## src/hw/rtl/cti_pkg.sv

```systemverilog
`timescale 1ns / 1ps
package cti_pkg;

    localparam int KIND_W    = 2;
    localparam int TAU_W     = 32;
    localparam int PER_W     = 31;
    localparam int STEP_W    = 32;
    localparam int VAL_W     = 32;
    localparam int ORB_FW    = 4;
    localparam int IV_W      = 6;
    localparam int SLOT_W    = 2;
    localparam int CFG_IDX_W = 1;
    localparam int CFG_W     = 32;
    localparam int FRAC_W    = 16;
    localparam int TFRAC_W   = 24;
    localparam int PROD_W    = PER_W + STEP_W;
    localparam int IPART_W   = PROD_W - TFRAC_W - FRAC_W;
    localparam int F_W       = FRAC_W + 1;
    localparam int ACC_W     = 36;
    localparam int MUL_W     = ACC_W + F_W + 1;
    localparam int NCOEF     = 4;

    localparam logic [PER_W-1:0]  PERIOD_RST = 31'd16777216;
    localparam logic [STEP_W-1:0] STEPS_RST  = 32'd4128768;
    localparam logic [F_W-1:0]    FRAC_ONE   = 17'h10000;

    localparam logic [CFG_IDX_W-1:0] REG_PERIOD = 1'b0;
    localparam logic [CFG_IDX_W-1:0] REG_STEPS  = 1'b1;

    typedef enum logic [KIND_W-1:0] {
        KIND_EVAL = 2'd0,
        KIND_COEF = 2'd1,
        KIND_ZERO = 2'd2
    } cti_kind_t;

    typedef struct packed {
        logic valid;
        logic neg;
        logic oor;
        logic zero;
        logic bad;
    } cti_ctl_t;

endpackage

```

## src/hw/rtl/cti_map.sv

```systemverilog
`timescale 1ns / 1ps
module cti_map #(
    parameter int TIME_POINTS = 64,
    parameter int ORBITALS    = 16
) (
    input  logic                              clk,
    input  logic                              rst_n,
    input  logic                              eval_go,
    input  logic signed [cti_pkg::TAU_W-1:0]  tau,
    input  logic [cti_pkg::ORB_FW-1:0]        orbital,
    input  logic [cti_pkg::PER_W-1:0]         period,
    input  logic [cti_pkg::STEP_W-1:0]        steps,
    output logic [$clog2(TIME_POINTS*ORBITALS)-1:0] rd_row,
    output logic [((ORBITALS > 1) ? $clog2(ORBITALS) : 1)-1:0] rd_orb,
    output cti_pkg::cti_ctl_t                 ctl,
    output logic [cti_pkg::F_W-1:0]           frac
);
    import cti_pkg::*;

    localparam int ROWS  = TIME_POINTS * ORBITALS;
    localparam int ROW_W = $clog2(ROWS);
    localparam int ZA_W  = (ORBITALS > 1) ? $clog2(ORBITALS) : 1;
    localparam int IDX_W = $clog2(TIME_POINTS);

    // stage 1: fold time into the period
    logic signed [TAU_W:0] t_sum;
    logic signed [TAU_W:0] per_s;
    logic [PER_W-1:0]      t_next;
    cti_ctl_t              ctl1_next;
    cti_ctl_t              ctl1_reg;
    logic [PER_W-1:0]      t1_reg;
    logic [ORB_FW-1:0]     orb1_reg;

    // stage 2: scale
    cti_ctl_t              ctl2_reg;
    logic [PROD_W-1:0]     prod2_reg;
    logic [ORB_FW-1:0]     orb2_reg;

    // stage 3: interval and fraction
    logic [IPART_W-1:0]    ipart;
    logic                  last;
    logic [IDX_W-1:0]      idx_sel;
    logic [F_W-1:0]        frac_next;
    cti_ctl_t              ctl3_reg;
    logic [F_W-1:0]        frac3_reg;

    always_comb
    begin
        per_s     = $signed({2'b00, period});
        ctl1_next = '0;
        ctl1_next.valid = eval_go;
        ctl1_next.neg   = tau[TAU_W-1];
        ctl1_next.zero  = (tau == '0);
        ctl1_next.bad   = !(32'(orbital) < 32'(ORBITALS));
        t_sum = (TAU_W+1)'(tau) + (tau[TAU_W-1] ? per_s : '0);
        if (t_sum < 0)
        begin
            t_next        = '0;
            ctl1_next.oor = 1'b1;
        end
        else if (t_sum > per_s)
        begin
            t_next        = period;
            ctl1_next.oor = 1'b1;
        end
        else
        begin
            t_next = t_sum[PER_W-1:0];
        end
    end

    always_ff @(posedge clk or negedge rst_n)
    begin
        if (!rst_n)
        begin
            ctl1_reg <= '0;
            ctl2_reg <= '0;
            ctl3_reg <= '0;
        end
        else
        begin
            ctl1_reg <= ctl1_next;
            ctl2_reg <= ctl1_reg;
            ctl3_reg <= ctl2_reg;
        end
    end

    always_ff @(posedge clk)
    begin
        t1_reg    <= t_next;
        orb1_reg  <= orbital;
        prod2_reg <= PROD_W'(t1_reg) * PROD_W'(steps);
        orb2_reg  <= orb1_reg;
        frac3_reg <= frac_next;
    end

    always_comb
    begin
        ipart = prod2_reg[PROD_W-1 -: IPART_W];
        last  = (ipart >= IPART_W'(TIME_POINTS - 1));
        if (last)
        begin
            idx_sel   = IDX_W'(TIME_POINTS - 2);
            frac_next = FRAC_ONE;
        end
        else
        begin
            idx_sel   = ipart[IDX_W-1:0];
            frac_next = {1'b0, prod2_reg[TFRAC_W +: FRAC_W]};
        end
        if (ctl2_reg.bad)
            rd_row = '0;
        else
            rd_row = ROW_W'(orb2_reg) * ROW_W'(TIME_POINTS) + ROW_W'(idx_sel);
    end

    assign rd_orb = ZA_W'(orb2_reg);
    assign ctl    = ctl3_reg;
    assign frac   = frac3_reg;

endmodule

```

## config.mk

```make
export PLATFORM = sky130hd
export DESIGN_NAME = cti_map
export DESIGN_NICKNAME = d
export VERILOG_FILES = /design/src/hw/rtl/cti_pkg.sv /design/src/hw/rtl/cti_map.sv
export SDC_FILE = /design/constraint.sdc
export NUM_CORES = 2
export LEC_CHECK = 0
export BUFFER_PORTS_ARGS = -buffer_cell sky130_fd_sc_hd__buf_2
export CAP_MARGIN = 20
export CORE_MARGIN = 2
export CORE_UTILIZATION = 60
export DETAILED_ROUTE_END_ITERATION = 6
export GPL_TIMING_DRIVEN = 0
export PLACE_DENSITY_LB_ADDON = 0.15
export SLEW_MARGIN = 20
export SYNTH_ARGS = -nofsm -noshare
export SYNTH_HDL_FRONTEND = slang
export SYNTH_SLANG_ARGS = --single-unit
```

## constraint.sdc

```tcl
create_clock -name clk -period 8.65 [get_ports clk]
set_input_delay 1.73 -clock clk [delete_from_list [all_inputs] [get_ports clk]]
set_output_delay 1.73 -clock clk [all_outputs]
set_load 0.01 [all_outputs]
```

Yosys cells after proc, flatten, opt, wreduce, memory -nomap -nowiden. Cells that the tools add are included.

Logic and storage cells: 31. Input port bits: 102. Register bits: 131.

$add $sub $neg: 2. Multipliers: 1. Reductions and logical operators: 1. Mux-type cells: 6. Order comparisons: 3.

Operators with widths (number): $mul A31 B32 Y63 (1); $mux W31 (2); $add A32 B32 Y33 (1); $gt A33 B32 Y1 (1); $lt A33 B1 Y1 const B (1); $logic_not A32 Y1 (1); $ge A23 B6 Y1 const B (1); $mux W17 (1); $add A10 B6 Y10 (1); $mux W6 (1); $mux W1 (2).

Logic depth before layout (Yosys ltp).
Depth after elaboration: 5. Depth in mapped cells: 29. Gate-level depth less buffers: 28.

Worst setup path after synthesis. OpenSTA, ideal clock, no wires.

Path type: input-to-reg. Start: input steps[13] (netlist bit). End: register prod2_reg[61]. Data required time: 8.534 ns. Setup slack: 0.014 ns. Library setup time: 0.116 ns. Arrival: 8.520 ns. Stages on the path: 27. Path through: clkbuf_1 and2_1 fa_1 fa_1 fa_1 inv_1 fa_1 inv_1 fa_1 inv_1 fa_1 inv_1 fa_1 inv_1 fa_1 inv_1 ha_1 nand3_1 nor3_1 nand2_1 o21ai_2 o21ai_2 o31a_1 o311ai_4 o31ai_2 or3_1 and4_1.

Cells in the longest elaborated chain, start to end: 1.

RTL lines: start, declared (RTL line cti_map.sv:12) `input logic [cti_pkg::STEP_W-1:0] steps,`; $mul A31 B32 Y63 (RTL line cti_map.sv:92) `prod2_reg <= PROD_W'(t1_reg) * PROD_W'(steps);`; end signal, assigned (RTL line cti_map.sv:92); end, declared (RTL line cti_map.sv:36) `logic [PROD_W-1:0] prod2_reg;`.

No other way between the ends. A chain may end at the register's enable or synchronous reset.

Worst setup path after layout.
Start: input steps[17] (netlist bit). End: register prod2_reg[61].

Same word-level chain as after synthesis.

==> run_results.csv <==
group,metric,value,unit
critical_path,r2r_start,"t1_reg[9]",
cells_and_area,largest_reg_flops,39,
die,initial_utilization,60.77,%
placement,io_buffer_count,136,
route,first_pass_iters,6,
die,io_pins,138,
timing,worst_slack,-0.03996,ns
critical_path,critPathCaptureType,"flip-flop",
die,die_h,251.5,um
global_routing,grt_max_degree,23,
timing,tightest_slew,1.158,ns
worst_hold_path,hold_path_end,"rd_orb[1]",
critical_path,cp_top_family,"adder cells",
synthesis,ys_top_cells_by_area,"fa_1 (47%), ha_1 (11%), and2_1 (9.3%)",
cells_and_area,final_layout_size_suffix_gt1_share,8.357,%
synthesis,ys_seq_area_share,5.993,%
synthesis,synth.top_cell.area_share,47.18,%
clocking,cts-root-buf,"clkbuf_16",
clocking,clockBufferDepth,2,
cells_and_area,layout_commonest_cell,"fa_1",
critical_path,cp.required,8.96,ns
run_status,violations,"negative setup slack",
synthesis,async_flop_share,11.21,%
synthesis,postSynthAreaPerCell,9.164,sq um
critical_path,rrSetupSlack,0.09,ns
critical_path,path_buf_inv,6,
placement,routabilityCongestion,1.074,
global_routing,grt_use_total,40.18,%
critical_path,start_kind,"primary input",
route,drtAntennaViolNets,0,
synthesis,synth_top_area_cell,"fa_1",
die,row_count,90,
timing,setup_viol,1,
die,coreArea,60470,sq um
worst_hold_path,min-delay-path-class,"flip-flop to flip-flop",
placement,placed_area,38410,sq um
global_routing,gr-total-overflow,0,
route,drtIter0Drc,2679,
critical_path,crit_fanout,10,
cells_and_area,final_nets,5466,
timing,skew,0.03248,ns
synthesis,yosysWarningCount,0,
critical_path,critPathArrivalTime,9.00,ns
synthesis,yosys.cell_types.count,73,
timing,fmax,0.1151,GHz
cells_and_area,syn_to_final_growth,8.141,%
clocking,clk_pin_slew,0.09,ns
route,wl_per_cell,24.71,um
timing,hold_viol_final,0,
critical_path,worst_path_max_delay_cell,"fa_1",
clocking,clk-insertion-delay-late,0.43,ns
die,die_x,251.5,um
global_routing,antenna_found_initial,13,
route,routed_via_density,5.854,
critical_path,timing.rr.end,"prod2_reg[61]",
clocking,cts_buffers,9,
synthesis,synth_edf_count,0,
route,vias,29150,
synthesis,postSynthCellCount,4010,
synthesis,syn_area,36750,sq um
die,die_area,63240,sq um
synthesis,syn_nets,5293,
worst_hold_path,whs_path_depth,0,
critical_path,path_common_cell,"fa_1",
timing,maxSlewHeadroom,22.79,%
timing,slew_violations,0,
route,drc,0,
flow_run,cap_viol_max_count,0,
placement,dp_hpwl,101700,um
synthesis,ys_ff_latch,107,
timing,rsz0062_at_grt,"yes",
clocking,clock-sinks,107,
run_status,status,"finished with violations",
route,drt-total-wl,123100,um
critical_path,criticalPathCategory,"primary input to flip-flop",
critical_path,r2r_cells,25,
synthesis,ys.flop_type,"dfxtp_1",
clocking,cts_tree,"built",
timing,period_share,100.5,%
critical_path,slowest_delay,0.57,ns
clocking,htree_levels,3,
global_routing,grt_pass1_vias,29860,
cells_and_area,final_cell_area,39740,sq um
cells_and_area,final_cell_mix,"fa_1 (861), inv_1 (839), and2_1 (545)",
timing,min_period,8.690,ns
global_routing,grt_pass1_wl,183100,um
worst_hold_path,hold_start,"orb1_reg[1]",
-- metrics by stage --
step                      worst slack [ns]  hold WS, ns  utilization (%)  TNS (ns)  cells
final                             -0.03996       0.3326            65.72  -0.03996   4980
after detailed placement            -1.729       0.3146            63.52    -38.71   4928
after global placement              -1.626       0.3101            63.51    -37.52   4928
after CTS                         -0.04042       0.3364            64.98  -0.05546   4956
after global routing               -0.2011       0.3383            65.69   -0.7366   4974
after floorplan                    0.01378       0.3096                -         0   4010
-- how the worst max path moves through the flow --
| stage | start | to | cells after the start |
|---|---|---|---|
| final | steps[17] | prod2_reg[61] | 26 |
| after global routing | steps[13] | prod2_reg[61] | 30 |
| after global placement | steps[11] | prod2_reg[61] | 28 |
| after CTS | steps[16] | prod2_reg[59] | 24 |
| after detailed placement | steps[11] | prod2_reg[61] | 28 |
| after floorplan | steps[13] | prod2_reg[61] | 27 |
-- synth_stat cells, types with 23 or more instances --
master,count
a21o_1,44
a21oi_1,92
and2_1,548
clkbuf_1,204
dfxtp_1,95
fa_1,866
ha_1,315
inv_1,843
mux2i_1,30
nand2_1,518
nand4_1,24
nor2_1,100
o21ai_0,43
xnor2_1,43
xor2_1,23
-- worst reg2reg max path: cells and delay by family (launching register included) --
kind	cells	cell delay, ns
and+or+nand+nor	6	1.26
DFF	1	0.68
adders and majority gates	9	4.24
buffers and inverters	5	1.28
AOI/OAI and AO/OA	5	1.03
-- area by class of cell --
class                   instances  area [sq um]
fillers                      5146         20730
clock inverters                 7         88.84
plain buffers                 216          1211
flip-flops and latches        107          2202
repair buffers                162         952.2
multi-input cells            2844         30890
clock buffers                   9         225.2
diodes                         10         25.02
inverters                     843          3164
well taps                     782         978.4
-- layer usage --
layer | share of wire (%) | vias to the layer above | global-route usage, % | routed length, um
met1 | 37 | 14640 | 52.08 | 45660
met2 | 44 | 1752 | 61.20 | 54410
met3 | 11 | 502 | 8.903 | 12950
li1 | - | 12260 | - | -
met5 | 0.020 | - | 0 | 24
met4 | 8.1 | 4 | 26.33 | 10030
-- cells by family (layout without fill, tap and decap cells) --
family | count (synthesis) | after routing | synth area share, %
other | 1 | 11 | 0.01020
muxes | 30 | 30 | 0.8172
and+or+nand+nor | 1296 | 1296 | 17.94
adders and majority gates | 1181 | 1181 | 57.90
xor gates and xnor gates | 66 | 66 | 1.573
AOI/OAI and AO/OA | 270 | 270 | 4.808
buffers and inverters | 1059 | 1237 | 10.96
DFF | 107 | 107 | 5.993
-- timing repair --
| action | 4_1_cts | 5_1_grt |
|---|---|---|
| endpoints found under the setup margin | 35 | 21 |
| pin swaps | 12 | 46 |
| hold buffers | 0 | 0 |
| buffers inserted | 12 | 14 |
| gates resized for setup | 157 | 133 |
Power is left out: the tool's default activity adds up to more than one toggle a clock period on the data nets, which glitch-free logic cannot reach.
